### config.mk
export PLATFORM = sky130hd
export DESIGN_NAME = idle_power_mode_controller_flat
export DESIGN_NICKNAME = d
export VERILOG_FILES = /design/src/rtl/ipmc_pkg.sv /design/src/rtl/ipmc_stream_if.sv /design/src/rtl/ipmc_front.sv /design/src/rtl/ipmc_queue.sv /design/src/rtl/ipmc_back.sv /design/src/rtl/idle_power_mode_controller.sv /design/src/flat_wrapper.sv
export SDC_FILE = /design/constraint.sdc
export NUM_CORES = 1
export LEC_CHECK = 0
export BUFFER_PORTS_ARGS = -buffer_cell sky130_fd_sc_hd__buf_2
export CAP_MARGIN = 15
export CELL_PAD_IN_SITES_DETAIL_PLACEMENT = 1
export CELL_PAD_IN_SITES_GLOBAL_PLACEMENT = 1
export CORE_MARGIN = 2
export CORE_UTILIZATION = 35
export DETAILED_ROUTE_END_ITERATION = 10
export PLACE_DENSITY_LB_ADDON = 0.1
export RECOVER_POWER = 100
export SYNTH_ARGS = -nofsm -noshare
export SYNTH_HDL_FRONTEND = slang
export SYNTH_SLANG_ARGS = --single-unit
### constraint.sdc
create_clock -name clk -period 4.8 [get_ports clk]
set_input_delay 0.96 -clock clk [delete_from_list [all_inputs] [get_ports clk]]
set_output_delay 0.96 -clock clk [all_outputs]
set_load 0.01 [all_outputs]
### src/rtl/ipmc_pkg.sv
// shared types and constants of the idle power mode controller
package ipmc_pkg;

	// width of the timeout registers and of the ticks_left field
	localparam int unsigned TIMEOUT_W = 16;
	// timeout held by both registers and by the counter after reset
	localparam logic [TIMEOUT_W-1:0] RESET_TICKS = 16'd10;
	// entries of the queue between front and back
	localparam int unsigned QUEUE_DEPTH = 2;
	localparam int unsigned QUEUE_PTR_W = $clog2(QUEUE_DEPTH);

	// event codes of the sensor messages
	localparam logic [7:0] CHAR_UP_M = 8'h4D;
	localparam logic [7:0] CHAR_LO_M = 8'h6D;
	localparam logic [7:0] CHAR_UP_L = 8'h4C;
	localparam logic [7:0] CHAR_LO_L = 8'h6C;
	localparam logic [7:0] CHAR_UP_S = 8'h53;
	localparam logic [7:0] CHAR_UP_B = 8'h42;
	localparam logic [7:0] CHAR_UP_P = 8'h50;
	localparam logic [7:0] CHAR_UP_O = 8'h4F;

	// item kinds
	localparam logic KIND_MESSAGE = 1'b0;
	localparam logic KIND_TICK    = 1'b1;

	// configuration register indexes
	localparam logic [0:0] REG_FULL_TO_SLEEP  = 1'b0;
	localparam logic [0:0] REG_SLEEP_TO_HIBER = 1'b1;

	typedef enum logic [1:0] {
		MODE_FULL  = 2'd0,
		MODE_SLEEP = 2'd1,
		MODE_HIBER = 2'd2
	} mode_t;

	typedef enum logic [1:0] {
		CMD_KEEP   = 2'd0,
		CMD_STOP   = 2'd1,
		CMD_RELOAD = 2'd2
	} cmd_t;

	// item class decided by the front end
	typedef enum logic [2:0] {
		CLS_TICK       = 3'd0,
		CLS_TOGGLE     = 3'd1,
		CLS_MOTION_ON  = 3'd2,
		CLS_MOTION_OFF = 3'd3,
		CLS_WAKE       = 3'd4,
		CLS_NONE       = 3'd5
	} msg_class_t;

	typedef struct packed {
		logic       kind;
		logic [7:0] message_byte;
	} in_item_t;

	typedef struct packed {
		logic [1:0]           active_mode;
		logic                 mode_changed;
		logic                 timeout_fired;
		logic                 timer_armed;
		logic [TIMEOUT_W-1:0] ticks_left;
		logic                 motion_active;
	} out_item_t;

	typedef struct packed {
		logic [0:0]           reg_index;
		logic [TIMEOUT_W-1:0] wdata;
	} cfg_write_t;

	// push from the front end into the queue
	typedef struct packed {
		logic       valid;
		msg_class_t cls;
	} queue_push_t;

	// head of the queue as seen by the back end
	typedef struct packed {
		logic       valid;
		msg_class_t cls;
	} queue_head_t;

endpackage

### src/rtl/ipmc_stream_if.sv
// valid/ready channel carrying one item of a given payload type
interface ipmc_stream_if #(
	parameter type payload_t = logic
);
	logic     valid;
	logic     ready;
	payload_t data;

	modport source (output valid, output data, input ready);
	modport sink (input valid, input data, output ready);
endinterface

### src/rtl/ipmc_front.sv
// front end: accepts items and classifies them for the back end
module ipmc_front (
	ipmc_stream_if.sink           item,
	input  logic                  queue_full,
	output ipmc_pkg::queue_push_t push
);

	ipmc_pkg::msg_class_t cls;

	// decode the message byte into its class
	always_comb begin
		if (item.data.kind == ipmc_pkg::KIND_TICK) begin
			cls = ipmc_pkg::CLS_TICK;
		end else begin
			case (item.data.message_byte)
				ipmc_pkg::CHAR_UP_B,
				ipmc_pkg::CHAR_UP_P: cls = ipmc_pkg::CLS_TOGGLE;
				ipmc_pkg::CHAR_UP_M: cls = ipmc_pkg::CLS_MOTION_ON;
				ipmc_pkg::CHAR_LO_M: cls = ipmc_pkg::CLS_MOTION_OFF;
				ipmc_pkg::CHAR_UP_L,
				ipmc_pkg::CHAR_LO_L,
				ipmc_pkg::CHAR_UP_S,
				ipmc_pkg::CHAR_UP_O: cls = ipmc_pkg::CLS_WAKE;
				default:             cls = ipmc_pkg::CLS_NONE;
			endcase
		end
	end

	// take an item whenever the queue has room
	assign item.ready = !queue_full;
	assign push.valid = item.valid && !queue_full;
	assign push.cls   = cls;

endmodule

### src/rtl/ipmc_queue.sv
// short queue of classified items between front and back end
module ipmc_queue (
	input  logic                  clk,
	input  logic                  arst_n,
	input  ipmc_pkg::queue_push_t push,
	output logic                  full,
	input  logic                  pop,
	output ipmc_pkg::queue_head_t head
);

	localparam int unsigned PTR_W = ipmc_pkg::QUEUE_PTR_W;
	localparam int unsigned CNT_W = $clog2(ipmc_pkg::QUEUE_DEPTH + 1);

	ipmc_pkg::msg_class_t entry_q [ipmc_pkg::QUEUE_DEPTH];
	logic [PTR_W-1:0]     wr_ptr_q;
	logic [PTR_W-1:0]     rd_ptr_q;
	logic [CNT_W-1:0]     count_q;
	logic                 do_push;
	logic                 do_pop;

	assign full    = (count_q == CNT_W'(ipmc_pkg::QUEUE_DEPTH));
	assign do_push = push.valid && !full;
	assign do_pop  = pop && (count_q != '0);

	assign head.valid = (count_q != '0);
	assign head.cls   = entry_q[rd_ptr_q];

	// pointer wrap helper
	function automatic logic [PTR_W-1:0] next_ptr(input logic [PTR_W-1:0] p);
		if (p == PTR_W'(ipmc_pkg::QUEUE_DEPTH - 1)) begin
			return '0;
		end
		return p + PTR_W'(1);
	endfunction

	// entry storage
	always_ff @(posedge clk) begin
		if (do_push) begin
			entry_q[wr_ptr_q] <= push.cls;
		end
	end

	// pointers and fill count
	always_ff @(posedge clk or negedge arst_n) begin
		if (!arst_n) begin
			wr_ptr_q <= '0;
			rd_ptr_q <= '0;
			count_q  <= '0;
		end else begin
			if (do_push) begin
				wr_ptr_q <= next_ptr(wr_ptr_q);
			end
			if (do_pop) begin
				rd_ptr_q <= next_ptr(rd_ptr_q);
			end
			if (do_push && !do_pop) begin
				count_q <= count_q + CNT_W'(1);
			end else if (do_pop && !do_push) begin
				count_q <= count_q - CNT_W'(1);
			end
		end
	end

endmodule

### src/rtl/ipmc_back.sv
// back end: mode, motion, timer command and idle timer, plus result register
module ipmc_back #(
	parameter int unsigned TIMER_BITS = 16
) (
	input  logic                  clk,
	input  logic                  arst_n,
	input  ipmc_pkg::queue_head_t head,
	output logic                  pop,
	ipmc_stream_if.sink           cfg,
	ipmc_stream_if.source         result
);

	localparam int unsigned TW = ipmc_pkg::TIMEOUT_W;
	localparam logic [32:0] CNT_MAX = (33'd1 << TIMER_BITS) - 33'd1;

	logic [TW-1:0]         full_to_sleep_q;
	logic [TW-1:0]         sleep_to_hiber_q;
	ipmc_pkg::mode_t       mode_q;
	logic                  motion_q;
	ipmc_pkg::cmd_t        cmd_q;
	logic                  armed_q;
	logic [TIMER_BITS-1:0] count_q;
	logic                  out_valid_q;
	ipmc_pkg::out_item_t   out_data_q;

	ipmc_pkg::mode_t       mode_n;
	logic                  motion_n;
	ipmc_pkg::cmd_t        cmd_n;
	logic                  armed_n;
	logic [TIMER_BITS-1:0] count_n;
	logic                  fired;
	logic [TW-1:0]         reload_val;

	// clamp a timeout to the counter range
	function automatic logic [TIMER_BITS-1:0] clamp(input logic [TW-1:0] t);
		if (33'(t) > CNT_MAX) begin
			return '1;
		end
		return TIMER_BITS'(t);
	endfunction

	// timeout belonging to a mode
	function automatic logic [TW-1:0] timeout_of(input ipmc_pkg::mode_t m,
		input logic [TW-1:0] t_full, input logic [TW-1:0] t_sleep);
		case (m)
			ipmc_pkg::MODE_FULL:  return t_full;
			ipmc_pkg::MODE_SLEEP: return t_sleep;
			default:              return '0;
		endcase
	endfunction

	// configuration registers, always writable
	assign cfg.ready = 1'b1;

	always_ff @(posedge clk or negedge arst_n) begin
		if (!arst_n) begin
			full_to_sleep_q  <= ipmc_pkg::RESET_TICKS;
			sleep_to_hiber_q <= ipmc_pkg::RESET_TICKS;
		end else if (cfg.valid) begin
			case (cfg.data.reg_index)
				ipmc_pkg::REG_FULL_TO_SLEEP:  full_to_sleep_q  <= cfg.data.wdata;
				ipmc_pkg::REG_SLEEP_TO_HIBER: sleep_to_hiber_q <= cfg.data.wdata;
				default: ;
			endcase
		end
	end

	// next state for the item at the queue head
	always_comb begin
		mode_n     = mode_q;
		motion_n   = motion_q;
		cmd_n      = cmd_q;
		armed_n    = armed_q;
		count_n    = count_q;
		fired      = 1'b0;
		reload_val = '0;
		if (head.cls != ipmc_pkg::CLS_TICK) begin
			// message table, skipped in an unknown mode
			if (mode_q inside {ipmc_pkg::MODE_FULL, ipmc_pkg::MODE_SLEEP,
				ipmc_pkg::MODE_HIBER}) begin
				case (head.cls)
					ipmc_pkg::CLS_TOGGLE: begin
						mode_n = (mode_q == ipmc_pkg::MODE_FULL) ? ipmc_pkg::MODE_SLEEP
							: ipmc_pkg::MODE_FULL;
						cmd_n  = ipmc_pkg::CMD_RELOAD;
					end
					ipmc_pkg::CLS_MOTION_ON: begin
						motion_n = 1'b1;
						cmd_n    = ipmc_pkg::CMD_STOP;
						if (mode_q == ipmc_pkg::MODE_HIBER) begin
							mode_n = ipmc_pkg::MODE_SLEEP;
						end
					end
					ipmc_pkg::CLS_MOTION_OFF: begin
						motion_n = 1'b0;
						cmd_n    = ipmc_pkg::CMD_RELOAD;
						if (mode_q == ipmc_pkg::MODE_HIBER) begin
							mode_n = ipmc_pkg::MODE_SLEEP;
						end
					end
					ipmc_pkg::CLS_WAKE: begin
						cmd_n = ipmc_pkg::CMD_RELOAD;
						if (mode_q == ipmc_pkg::MODE_HIBER) begin
							mode_n = ipmc_pkg::MODE_SLEEP;
						end
					end
					default: ;
				endcase
			end
			// sticky command applied after every message
			if (cmd_n != ipmc_pkg::CMD_KEEP) begin
				armed_n = 1'b0;
				count_n = '0;
				if (cmd_n == ipmc_pkg::CMD_RELOAD) begin
					reload_val = timeout_of(mode_n, full_to_sleep_q, sleep_to_hiber_q);
					armed_n    = (reload_val != '0);
					count_n    = clamp(reload_val);
				end
			end
		end else if (armed_q) begin
			// count down, expiry may drop the mode
			count_n = (count_q != '0) ? count_q - TIMER_BITS'(1) : '0;
			if (count_n == '0) begin
				fired   = 1'b1;
				armed_n = 1'b0;
				if (!motion_q) begin
					case (mode_q)
						ipmc_pkg::MODE_FULL: begin
							mode_n     = ipmc_pkg::MODE_SLEEP;
							reload_val = sleep_to_hiber_q;
							armed_n    = (reload_val != '0);
							count_n    = clamp(reload_val);
						end
						ipmc_pkg::MODE_SLEEP: mode_n = ipmc_pkg::MODE_HIBER;
						default: ;
					endcase
				end
			end
		end
	end

	// take the head whenever the result register is free or drains
	assign pop = head.valid && (!out_valid_q || result.ready);

	assign result.valid = out_valid_q;
	assign result.data  = out_data_q;

	// controller state and result register
	always_ff @(posedge clk or negedge arst_n) begin
		if (!arst_n) begin
			mode_q      <= ipmc_pkg::MODE_SLEEP;
			motion_q    <= 1'b1;
			cmd_q       <= ipmc_pkg::CMD_KEEP;
			armed_q     <= 1'b1;
			count_q     <= TIMER_BITS'(ipmc_pkg::RESET_TICKS);
			out_valid_q <= 1'b0;
		end else begin
			if (pop) begin
				mode_q      <= mode_n;
				motion_q    <= motion_n;
				cmd_q       <= cmd_n;
				armed_q     <= armed_n;
				count_q     <= count_n;
				out_valid_q <= 1'b1;
			end else if (result.ready) begin
				out_valid_q <= 1'b0;
			end
		end
	end

	// result payload
	always_ff @(posedge clk) begin
		if (pop) begin
			out_data_q.active_mode   <= mode_n;
			out_data_q.mode_changed  <= (mode_n != mode_q);
			out_data_q.timeout_fired <= fired;
			out_data_q.timer_armed   <= armed_n;
			out_data_q.ticks_left    <= armed_n ? TW'(count_n) : '0;
			out_data_q.motion_active <= motion_n;
		end
	end

endmodule

### src/rtl/idle_power_mode_controller.sv
// top level of the idle power mode controller
// Takes one item per clock cycle while the queue has room (a sensor message
// byte or a one-second tick) and returns exactly one result per item, via the
// queue entry and then the result register. The front end classifies
// each message byte and writes it into a two-entry queue; the back end
// applies one item per cycle, while the result register is free or drains, to
// the mode, motion flag, sticky timer command and idle counter; its state
// update sets the rate. The queue lets a new item enter while the
// previous result is still waiting. The two timeout registers are written
// through the cfg channel, which is always ready; write them only while the
// block is idle. TIMER_BITS sets the width of the idle counter, and
// timeouts above its range are clamped to the counter maximum.
module idle_power_mode_controller #(
	parameter int unsigned TIMER_BITS = 16
) (
	input  logic          clk,
	input  logic          arst_n,
	ipmc_stream_if.sink   item,
	ipmc_stream_if.sink   cfg,
	ipmc_stream_if.source result
);

	ipmc_pkg::queue_push_t push;
	ipmc_pkg::queue_head_t head;
	logic                  queue_full;
	logic                  pop;

	// item intake and classification
	ipmc_front u_front (
		.item       (item),
		.queue_full (queue_full),
		.push       (push)
	);

	// decoupling queue
	ipmc_queue u_queue (
		.clk    (clk),
		.arst_n (arst_n),
		.push   (push),
		.full   (queue_full),
		.pop    (pop),
		.head   (head)
	);

	// state update and result stage
	ipmc_back #(
		.TIMER_BITS (TIMER_BITS)
	) u_back (
		.clk    (clk),
		.arst_n (arst_n),
		.head   (head),
		.pop    (pop),
		.cfg    (cfg),
		.result (result)
	);

endmodule

### src/flat_wrapper.sv
// flat-port wrapper written by rule: the top's interface ports become plain ports
module idle_power_mode_controller_flat 
#(
	parameter int unsigned TIMER_BITS = 16
)
  (clk, arst_n, item_valid, item_data, item_ready, cfg_valid, cfg_data, cfg_ready, result_valid, result_data, result_ready);
  ipmc_stream_if #(.payload_t(ipmc_pkg::in_item_t)) item_i ();
  ipmc_stream_if #(.payload_t(ipmc_pkg::cfg_write_t)) cfg_i ();
  ipmc_stream_if #(.payload_t(ipmc_pkg::out_item_t)) result_i ();
  input  logic clk;
  input  logic arst_n;
  input wire logic [$bits(item_i.valid)-1:0] item_valid;
  input wire logic [$bits(item_i.data)-1:0] item_data;
  output wire logic [$bits(item_i.ready)-1:0] item_ready;
  input wire logic [$bits(cfg_i.valid)-1:0] cfg_valid;
  input wire logic [$bits(cfg_i.data)-1:0] cfg_data;
  output wire logic [$bits(cfg_i.ready)-1:0] cfg_ready;
  output wire logic [$bits(result_i.valid)-1:0] result_valid;
  output wire logic [$bits(result_i.data)-1:0] result_data;
  input wire logic [$bits(result_i.ready)-1:0] result_ready;
  assign item_i.valid = item_valid;
  assign item_i.data = item_data;
  assign item_ready = item_i.ready;
  assign cfg_i.valid = cfg_valid;
  assign cfg_i.data = cfg_data;
  assign cfg_ready = cfg_i.ready;
  assign result_valid = result_i.valid;
  assign result_data = result_i.data;
  assign result_i.ready = result_ready;
  idle_power_mode_controller #(.TIMER_BITS(TIMER_BITS)) u_core (.clk(clk), .arst_n(arst_n), .item(item_i), .cfg(cfg_i), .result(result_i));
endmodule
==> After elaboration in Yosys (flattened, before gate mapping) <==
Memories as Yosys holds them, arrays and structs flattened.
Index checks and enable logic that the tools add are counted.
{ "word_totals": {"word_cells": 126, "out_inout_bits": 25, "mem_bits_rw": 6, "mem_count": 1, "in_bits": 31, "regBits": 81} }
{ "mem_list": {"columns": ["name", "words", "width", "read_ports", "rd_ports_with_merged_regs", "wr", "line_no", "text"], "rows": [
  ["u_core.u_queue.entry_q", 2, 3, 1, 0, 1, "ipmc_queue.sv:14", "ipmc_pkg::msg_class_t entry_q [ipmc_pkg::QUEUE_DEPTH];"]
]} }
{ "op_classes": {"eq_ne": 18, "n_mux": 52, "n_reduce_logical": 31, "addsub": 5, "bitwise": 2} }
{ "op_table": {"columns": ["operator", "count"], "rows": [
  ["2-to-1 mux 16 bit", 11],
  ["equality test 8 x 7 -> 1 bit, second input constant", 8],
  ["nonzero test 16 bit", 3],
  ["case mux 16 bit (2 select lines)", 1],
  ["2-to-1 mux 1 bit", 23],
  ["2-to-1 mux 2 bit", 11],
  ["zero test 16 bit", 1],
  ["subtractor 16 x 1 -> 16 bit, second input constant", 1],
  ["case mux 2 bit (2 select lines)", 3],
  ["case mux 3 bit (4 select lines)", 1],
  ["nonzero test 2 bit", 4],
  ["equality test 2 bit, second input constant", 3],
  ["equality test 3 x 2 -> 1 bit, second input constant", 2],
  ["logical AND 1 bit", 6],
  ["AND reduction 2 bit", 3],
  ["nonzero test 3 bit", 2],
  ["OR reduction 3 bit", 2],
  ["equality test 2 x 1 -> 1 bit, second input constant", 2],
  ["zero test 1 bit", 4],
  ["zero test 2 bit", 2],
  ["OR reduction 2 bit", 2],
  ["OR reduction 4 bit", 1],
  ["equality test 3 x 1 -> 1 bit, second input constant", 1],
  ["equality test 3 bit, second input constant", 1],
  ["other kinds (8)", 10]
]} }

==> Depth between registers and ports, before layout <==
Gate-level depths: netlist of run 1.
An unclocked memory read counts as a cell.
{ "logic_depth": {"word_depth": 15, "depth_mapped": 13, "ltp_nobuf": 9} }

==> Hierarchy <==
From an unflattened synthesis of run 1, not the netlist that was laid out.
{ "hier_totals": {"cells_unflattened": 568, "hier_area_um2": 5504.0} }
{ "by_module_without_submodules": {"columns": ["mod", "seq_area_each_um2", "cells_per_inst", "n_inst", "area_per_inst_um2"], "rows": [
  ["ipmc_back", 2048.2, 523, 1, 4976.0],
  ["ipmc_queue", 280.3, 28, 1, 421.7],
  ["ipmc_front", 0.0, 17, 1, 106.4]
]} }

==> Worst setup path before layout of run 1 <==
Ideal clock, no wire load.
{ "synth_path": {"path_kind": "register to register", "startpoint": "reg u_core.u_back.count_q[0]", "endpoint": "reg u_core.u_back.out_data_q (netlist bit u_core.u_back.result.data[10]) (data pin)", "t_arrival_ns": 2.741, "setup_ns": 0.267, "period_less_slack_ns": 3.008, "required_ns": 4.533, "path_buffers": 4, "setup_slack_ns": 1.792, "stages_incl_launch_ff": 14, "cell_sequence": "dfrtp_1 -> clkbuf_1 -> inv_1 -> ha_1 -> or3b_1 -> buf_6 -> xnor2_1 -> o32ai_1 -> nand4_2 -> nor4_2 -> o21a_1 -> buf_6 -> buf_12 -> nor3_2"} }
{ "synth_via": {"elab_chain_len": 7, "elab_cells_between_ends": 12, "cone_classes": "add/sub (1); mux (9); reduce/logical (2)"} }
{ "synth_lines": {"columns": ["item", "line_no", "text"], "rows": [
  ["start, declared", "ipmc_back.sv:22", "logic [TIMER_BITS-1:0] count_q;"],
  ["start signal, assigned", "ipmc_back.sv:155", "count_q <= TIMER_BITS'(ipmc_pkg::RESET_TICKS);"],
  ["start signal, assigned", "ipmc_back.sv:163", "count_q <= count_n;"],
  ["subtractor 16 x 1 -> 16 bit or nonzero test 16 bit (tied branches)", "ipmc_back.sv:122", "count_n = (count_q != '0) ? count_q - TIMER_BITS'(1) : '0;"],
  ["2-to-1 mux 16 bit (*)", "ipmc_back.sv:122", null],
  ["2-to-1 mux 16 bit", "ipmc_back.sv:127", "case (mode_q)"],
  ["2-to-1 mux 16 bit", "ipmc_back.sv:126", "if (!motion_q) begin"],
  ["2-to-1 mux 16 bit", "ipmc_back.sv:123", "if (count_n == '0) begin"],
  ["2-to-1 mux 16 bit", "ipmc_back.sv:120", "end else if (armed_q) begin"],
  ["2-to-1 mux 16 bit", "ipmc_back.sv:77", "if (head.cls != ipmc_pkg::CLS_TICK) begin"],
  ["end, declared", "ipmc_back.sv:24", "ipmc_pkg::out_item_t out_data_q;"]
]} }
Mark *: on every way between the ends. The rest lies on a longest branch, timed or not.
A chain may end at the register's enable or synchronous reset.

==> Worst setup path in the final report of run 1 <==
{ "layout_path": {"startpoint": "reg u_core.u_queue.rd_ptr_q", "endpoint": "reg u_core.u_back.count_q[6]"} }
{ "layout_via": {"elab_chain_len": 14, "elab_cells_between_ends": 25, "cone_classes": "eq/ne (6); mux (13); reduce/logical (5); memory (1)"} }
{ "layout_lines": {"columns": ["item", "line_no", "text"], "rows": [
  ["start, declared", "ipmc_queue.sv:16", "logic [PTR_W-1:0] rd_ptr_q;"],
  ["start signal, assigned", "ipmc_queue.sv:54", "rd_ptr_q <= next_ptr(rd_ptr_q);"],
  ["memory (2 x 3 bit) (*)", null, null],
  ["equality test 3 bit or equality test 3 x 2 -> 1 bit (tied branches)", "ipmc_back.sv:81", "case (head.cls)"],
  ["OR reduction 3 bit (no line)", null, null],
  ["case mux 2 bit (2 select lines)", "ipmc_back.sv:81", null],
  ["2-to-1 mux 2 bit", "ipmc_back.sv:79", "if (mode_q inside {ipmc_pkg::MODE_FULL, ipmc_pkg::MODE_SLEEP,"],
  ["2-to-1 mux 2 bit", "ipmc_back.sv:77", null],
  ["equality test 2 x 1 -> 1 bit or zero test 2 bit (tied branches)", "ipmc_back.sv:45", "case (m)"],
  ["case mux 16 bit (2 select lines)", "ipmc_back.sv:45", null],
  ["2-to-1 mux 16 bit", "ipmc_back.sv:114", "if (cmd_n == ipmc_pkg::CMD_RELOAD) begin"],
  ["2-to-1 mux 16 bit", "ipmc_back.sv:111", "if (cmd_n != ipmc_pkg::CMD_KEEP) begin"],
  ["2-to-1 mux 16 bit", "ipmc_back.sv:77", null],
  ["2-to-1 mux 16 bit", "ipmc_back.sv:114", null],
  ["2-to-1 mux 16 bit", "ipmc_back.sv:111", null],
  ["2-to-1 mux 16 bit (*)", "ipmc_back.sv:77", null]
]} }
Mark *: on every way between the ends. The rest lies on a longest branch, timed or not. The select of a mux whose other input is x is not followed.

==> results of run 1 <==
## state kept, by name, summed over array words and instances, names as in the netlist
name	flops
u_core.u_back.result.data	22
u_core.u_back.count_q	16
u_core.u_back.full_to_sleep_q	16
u_core.u_back.sleep_to_hiber_q	16
u_core.u_queue.entry_q	6
u_core.u_back.cmd_q	2
u_core.u_back.mode_q	2
u_core.u_queue.count_q	2
u_core.u_back.armed_q	1
u_core.u_back.motion_q	1
u_core.u_back.result.valid	1
u_core.u_queue.rd_ptr_q	1
u_core.u_queue.wr_ptr_q	1
## layout make-up
type                       instances  share of cell area, %
clock inverter                     5                 0.7080
clock buffer                      11                  4.355
tap                              184                  3.948
timing repair buffer              62                  4.741
inverter                          11                 0.7080
multi-input combinational        376                  45.61
sequential                        87                  39.93
## through the flow
| stage | area, µm² | power (µW) | hold slack [ns] | setup slack (ns) |
|---|---|---|---|---|
| 5_1_grt | 5832 | 4439 | 0.5223 | 0.4640 |
| 2_1_floorplan | 5258 | 2903 | 0.4465 | 1.792 |
| 6_report | 5832 | 4144 | 0.4897 | 0.7365 |
| 4_1_cts | 5927 | 4211 | 0.4894 | 1.107 |
| 3_3_place_gp | 5632 | 3428 | 0.4742 | 1.312 |
| 3_5_place_dp | 5632 | 3468 | 0.4805 | 1.118 |
## per-layer routing
layer	vias up	global-route usage, %
met5	-	0
met4	0	7.175
met3	18	3.205
met2	101	29.95
met1	2176	29.08
li1	2002	-
## worst paths after layout
kind	from	end	slack, ns	cells after the start
min in group asynchronous	arst_n	u_core.u_back.mode_q[1]$_DFFE_PN0P_	1.29	1
min reg2reg	u_core.u_back.motion_q$_DFFE_PN1P_	u_core.u_back.motion_q$_DFFE_PN1P_	0.49	2
min	u_core.u_back.motion_q$_DFFE_PN1P_	u_core.u_back.motion_q$_DFFE_PN1P_	0.49	2
max reg2reg	u_core.u_queue.rd_ptr_q$_DFFE_PN0P_	u_core.u_back.count_q[6]$_DFFE_PN0P_	0.74	7
max	u_core.u_queue.rd_ptr_q$_DFFE_PN0P_	u_core.u_back.count_q[6]$_DFFE_PN0P_	0.74	7
max in group asynchronous	arst_n	u_core.u_back.full_to_sleep_q[7]$_DFFE_PN0P_	1.51	2
## cell families after synthesis
group           after synthesis  synth area share [%]
other cells                   1               0.07133
compound gates              128                 17.83
flops                        87                 44.29
fa+ha+maj                     5                 1.190
simple gates                173                 18.11
buf+inv                      42                 4.331
mux                          56                 12.02
xor+xnor                     13                 2.166
## worst register-to-register path, stage by stage, from the launching register on
cell,delay [ns]
dfrtp_1,0.56
mux2i_1,0.62
and3_1,0.26
clkbuf_1,0.72
and2_0,0.89
o21ai_0,0.38
a211oi_1,0.34
a211oi_1,0.08
## layout by cell type, fill, tap and decap left out, types with 5 or more instances in the layout
| cell | instances |
|---|---|
| mux2_2 | 43 |
| o31ai_1 | 6 |
| nor3b_1 | 8 |
| nand2_1 | 34 |
| xnor2_1 | 9 |
| clkbuf_1 | 34 |
| a31oi_1 | 11 |
| mux2i_1 | 11 |
| nand2b_1 | 12 |
| edfxtp_1 | 28 |
| nor4_1 | 13 |
| a2bb2oi_1 | 5 |
| o21ai_0 | 14 |
| nand3_1 | 16 |
| inv_1 | 10 |
| a211oi_1 | 15 |
| nor3_1 | 17 |
| dfstp_2 | 9 |
| buf_2 | 26 |
| nor2_1 | 46 |
| clkbuf_16 | 10 |
| ha_1 | 5 |
| dfrtp_1 | 50 |
| a21oi_1 | 24 |
| a221oi_1 | 9 |
## report_power, final
group          total [µW]  switching [µW]  internal, µW
combinational        2020            1260           756
sequential           1410             304          1110
clock                 717             326           391
==> metrics.md, run 1 <==
| Metric | Value |
|---|---|
| Critical path buffer and inverter count | 1 |
| CTS H-Tree Depth | 3 |
| TritonCTS Sinks | 87 |
| Clock latency on the worst-skew pair | 0.36 ns |
| Synth top area share | 23.80% |
| Top post-synthesis cells by count | dfrtp_1, nor2_1, mux2_2 |
| Clock tree buffer depth | 2 |
| Gpl congestion | 0.8504 |
| Status | complete, but fails checks |
| Seq cells post-synth | 87 |
| P_leak | 0.002153 µW |
| Critical Path Start Type | register |
| Maxcap violations | 2 |
| Required time worst endpoint | 4.94 ns |
| Top delay family on crit path | simple AND/OR/NAND/NOR gates |
| Fin. max-slew vios | 80 |
| Failing checks | max-capacitance violations, max-slew violations |
| Final min period | 4.064 ns |
| Max-slew headroom | -52.93% |
| Die area | 16020 µm² |
| DRT Pass-1 Iters | 4 |
| Postcts setup bufs | 0 |
| Fmax | 0.2461 GHz |
| Initial DRC Count | 248 |
| EDFF count, synth | 28 |
| Overflow after GRT | 0 |
| Die Y | 126.6 µm |
| Hold Path Class | reg2reg |
| Pwr dens | 710.5 nW/µm² |
| Synth Flop Type | dfrtp_1 |
| Routed Antenna Nets | 0 |
| Met2 wire len | 6.864 mm |
| Synth Instances | 505 |
| Util after Layout | 39.97% |
| # DRC | 0 |
| Vias/cell | 5.838 |
| Synth top area cells | dfrtp_1, edfxtp_1, mux2_2 |
| YS warnings | 0 |
| Rows | 44 |
| I/O pin cnt | 56 |
| Worst Skew | 0.01192 ns |
| Antenna cells | 0 |
| DR top layer | met4 |
| Filler cells | 1654 |
| Dpl hpwl | 11.57 mm |
| RSZ-0062 raised after global routing | false |
| Async SR Flop Fraction | 67.82% |
| Synth unique cells | 71 |
| Max VDD drop | 0.0002897 V |
| Initial antenna violation count | 0 |
| Most used cell along the critical path | a211oi_1 |
| CTS tree | done |
| Share of layout cells above drive strength 1 | 20.83% |
| Worst stage delay on the critical path | 0.88 ns |
| Mapped cell area | 5258 µm² |
| Routed WL per cell | 21.11 µm |
| Total CTS buffers | 9 |
| Final Hold Fails | 0 |
| Vias | 4297 |
| Hold Buf Count CTS | 0 |
| Port Buffers | 54 |
| Worst-Margin Slew | 2.294 ns |
| Drt total wl | 15.54 mm |
| Dpl cells | 720 |
| Worst Setup Path Type | reg2reg |
| Post-synth net total | 541 |
| Seq/Total Area, Yosys | 44.29% |
| Wl on met1 | 7.697 mm |
| GRT Util Overall | 19.94% |
| Largest net degree at the start of global routing | 41 |
| Met3 wire len | 718 µm |
| Die width | 126.6 µm |
| Clock Pin Slew Worst Setup and Hold Paths | 0.07 ns |
| Multi-input combinational cell area | 2660 µm² |
| Core Box Area | 14590 µm² |
| Final setup fails | 0 |
| Worst path slowest cell | and2_0 |
| Setup TNS | 0 ns |
| Synth area leader | dfrtp_1 |
| Reg area | 2328 µm² |
| First-pass GRT wire length | 24.67 mm |
| Finished Layout Cells | 736 |
| CTS root buf | clkbuf_16 |
| Worst Path Arrival | 4.21 ns |
| Critical Path Fanout Max | 18 |
| Final-stage net count | 583 |
| Area Overhead vs Synth | 10.92% |
| PostCTS Resize Cnt | 0 |
| Syn avg cell area | 10.41 µm² |
| Critical-path cell list | mux2i_1 > and3_1 > clkbuf_1 > and2_0 > o21ai_0 > a211oi_1 > a211oi_1 |
| Nature of the critical path endpoint | register |
| Cell with the most instances after synthesis | dfrtp_1 |
| Vias in the first global route | 4372 |
| Tcrit/Tclk final | 84.66% |
| Initial core utilization | 36.04% |
Note: power is estimated with default switching activity, not from simulation.
==> inputs of run 2 (changes only) <==
Settings changed: ABC_AREA from default to 1.
Clock period 4.8 ns to 3.9 ns, I/O delays scaled along.
==> metrics.md, run 2 <==
| Metric | Value |
|---|---|
| Total CTS buffers | 9 |
| P_leak | 0.002970 µW |
| GRT Util Overall | 20.92% |
| PostCTS Resize Cnt | 0 |
| Syn avg cell area | 7.317 µm² |
| FF-to-FF path depth | 17 |
| Max-slew headroom | -34.63% |
| Reg area | 2328 µm² |
| Multi-input combinational cell area | 2594 µm² |
| # DRC | 0 |
| Synth Area in XOR/XNOR | 0.6444% |
| Synth Area in Compound Gates | 10.72% |
| Mapped cell area | 5436 µm² |
| Highest-count cells in the layout ignoring fill and taps | nand2_1, inv_1, nand3_1, o21ai_0, nor2_1 |
| Final Hold Fails | 0 |
| Largest family of logic cells by synthesized area | simple AND/OR/NAND/NOR gates |
| Reg-to-reg startpoint | u_core.u_back.count_q[0]$_DFFE_PN0P_ |
| Cell with the most instances after synthesis | nand2_1 |
| RSZ-0062 raised after global routing | false |
| Post-place setup slack | 0.9687 ns |
| Synth Instances | 743 |
| Final setup fails | 0 |
| Most common cell after layout, fill and taps aside | nand2_1 |
| Top delay family on crit path | simple AND/OR/NAND/NOR gates |
| Worst path slowest cell | dfrtp_1 |
| Synth area leader | dfrtp_1 |
| Most used cell along the critical path | nand2_1 |
| Seq/Total Area, Yosys | 42.83% |
| Gpl congestion | 0.8761 |
| Core Box Area | 15200 µm² |
| Dpl hpwl | 12.55 mm |
| Maxcap violations | 2 |
| Critical Path Start Type | register |
| Worst Setup SP | u_core.u_back.count_q[0]$_DFFE_PN0P_ |
| Rows | 45 |
| CTS root buf | clkbuf_16 |
| Critical path buffer and inverter count | 2 |
| Failing checks | max-capacitance violations, max-slew violations |
| Final min period | 3.254 ns |
| Reg2Reg Setup Slack | 0.65 ns |
| Setup TNS | 0 ns |
| Port Buffers | 54 |
| Synth unique cells | 44 |
| Critical-path cell list | inv_1 > ha_1 > nand2_1 > nor2_1 > nand2_4 > nand3_1 > nand2_1 > nor2_2 > nand3_2 > nor2_4 > nand3_4 > inv_1 > nand2_1 > nand3_1 > nand2_1 > nand2_1 > nor2_2 |
| Simple-gate portion of the synthesized area | 35.17% |
| Required time worst endpoint | 3.99 ns |
| Status | complete, but fails checks |
| Tcrit/Tclk final | 83.44% |
| Max reg flops | 22 |
| Worst-Margin Slew | 2.019 ns |
| Total stage count of the critical path | 17 |
| I/O pin cnt | 56 |
| EDFF count, synth | 28 |
| Synth top area cells | dfrtp_1, nand2_1, edfxtp_1 |
| DRT Pass-1 Iters | 4 |
| Pwr dens | 940.7 nW/µm² |
| YS warnings | 0 |
| Vias | 4956 |
| Routed Antenna Nets | 0 |
| Top post-synthesis cells by count | nand2_1, inv_1, nand3_1 |
| Overflow after GRT | 0 |
| Vias/cell | 5.057 |
| Synth top area share | 23.01% |
| Post-route setup slack | 0.6457 ns |
| End of the critical path | u_core.u_back.result.data[12]$_SDFFCE_PN0P_ |
| Async SR Flop Fraction | 67.82% |
| Final-stage net count | 823 |
| Clock tree buffer depth | 2 |
| Drt total wl | 16.40 mm |
| Multiplexer share of the synthesized area | 0.2071% |
| First-pass GRT wire length | 27.10 mm |
| Util after Layout | 39.82% |
| Area Overhead vs Synth | 11.35% |
| Die area | 16550 µm² |
| Synth Flop Type | dfrtp_1 |
| Clock latency on the worst-skew pair | 0.35 ns |
| CTS tree | done |
| Worst Path Arrival | 3.35 ns |
| Largest net degree at the start of global routing | 49 |
| Initial DRC Count | 293 |
| Antenna cells | 0 |
| Worst Skew | 0.01093 ns |
| Fin. max-slew vios | 71 |
| Hold Buf Count CTS | 0 |
| Fmax | 0.3073 GHz |
| Worst Setup Path Type | reg2reg |
| Die Y | 128.6 µm |
| Critical R2R Capture | u_core.u_back.result.data[12]$_SDFFCE_PN0P_ |
| Initial antenna violation count | 0 |
| Clock Pin Slew Worst Setup and Hold Paths | 0.07 ns |
| Vias in the first global route | 5143 |
| CTS H-Tree Depth | 3 |
| Post-Synth Adder-Cell Area | 1.151% |
| TritonCTS Sinks | 87 |
| Routed WL per cell | 16.74 µm |
| Worst stage delay on the critical path | 0.41 ns |
| Nature of the critical path endpoint | register |
| Critical Path Fanout Max | 16 |
| Postcts setup bufs | 0 |
| Filler cells | 1916 |
| Max VDD drop | 0.0003573 V |
| Initial core utilization | 35.76% |
| Seq cells post-synth | 87 |
| Share of layout cells above drive strength 1 | 12.50% |
| Post-synth net total | 779 |
| Die width | 128.6 µm |
| Hold Path Class | in2async |
-- run 2: cell count changes in the layout (fill, tap and decap cells not counted), sizes merged, moves of 24 or more --
cell,before,now
nand3,16,71
nand2,34,266
inv,15,89
o21ai,16,60
nor2,47,71
mux2,44,1
-- run 2: power by group --
group          internal [µW]  total [µW]  switching, µW
Combinational            941        3120           2170
Clock                    496         866            370
Sequential              1400        1710            318
Total                   2830        5690           2860
-- run 2: through the flow --
step	instances	hold slack, ns	total power [µW]	area [µm²]
floorplan	743	0.4458	4040	5436
global placement	963	0.4593	4853	5824
detailed placement	963	0.4746	4941	5824
CTS	979	0.4896	5831	6113
global route	980	0.5199	6243	6053
finish	980	0.4630	5695	6053
-- run 2: area by class of cell --
| type | count | share of cell area, % |
|---|---|---|
| Multi-Input combinational cell | 540 | 42.85 |
| Tap cell | 188 | 3.886 |
| Timing Repair Buffer | 60 | 4.506 |
| Inverter | 89 | 5.519 |
| Clock buffer | 10 | 3.783 |
| Sequential cell | 87 | 38.47 |
| Clock inverter | 6 | 0.9921 |
-- run 2: kinds of logic (layout without fill, tap and decap cells) --
family                   after synthesis  in the layout
XOR/XNOR                               4              4
multiplexers                           1              1
other                                  1              1
AND/OR/NAND/NOR                      424            424
AO/OA/AOI/OAI                        105            105
flip-flops                            87             87
adder cells (fa/ha/maj)                5              5
buffers and inverters                116            165
-- run 2: per-layer routing --
metal  vias up  part of all wire, %  track usage [%]
met5         -                    0                0
met4         0                  1.0            5.435
met3        12                  3.9            3.410
met2        91                   46            34.61
met1      2382                   49            28.71
li1       2471                    -                -
-- run 2: worst min path at each step --
stage | from | endpoint | slack, ns | depth (start not counted)
after detailed placement | u_core.u_back.full_to_sleep_q[15]$_DFFE_PN0P_ | u_core.u_back.full_to_sleep_q[15]$_DFFE_PN0P_ | 0.47 | 2
final | arst_n | u_core.u_back.full_to_sleep_q[7]$_DFFE_PN0P_ | 0.46 | 1
after global routing | arst_n | u_core.u_back.full_to_sleep_q[7]$_DFFE_PN0P_ | 0.52 | 1
after floorplan | u_core.u_queue.count_q[0]$_DFFE_PN0P_ | u_core.u_queue.count_q[0]$_DFFE_PN0P_ | 0.45 | 1
after CTS | u_core.u_back.full_to_sleep_q[15]$_DFFE_PN0P_ | u_core.u_back.full_to_sleep_q[15]$_DFFE_PN0P_ | 0.49 | 2
after global placement | u_core.u_queue.count_q[0]$_DFFE_PN0P_ | u_core.u_queue.count_q[0]$_DFFE_PN0P_ | 0.46 | 1
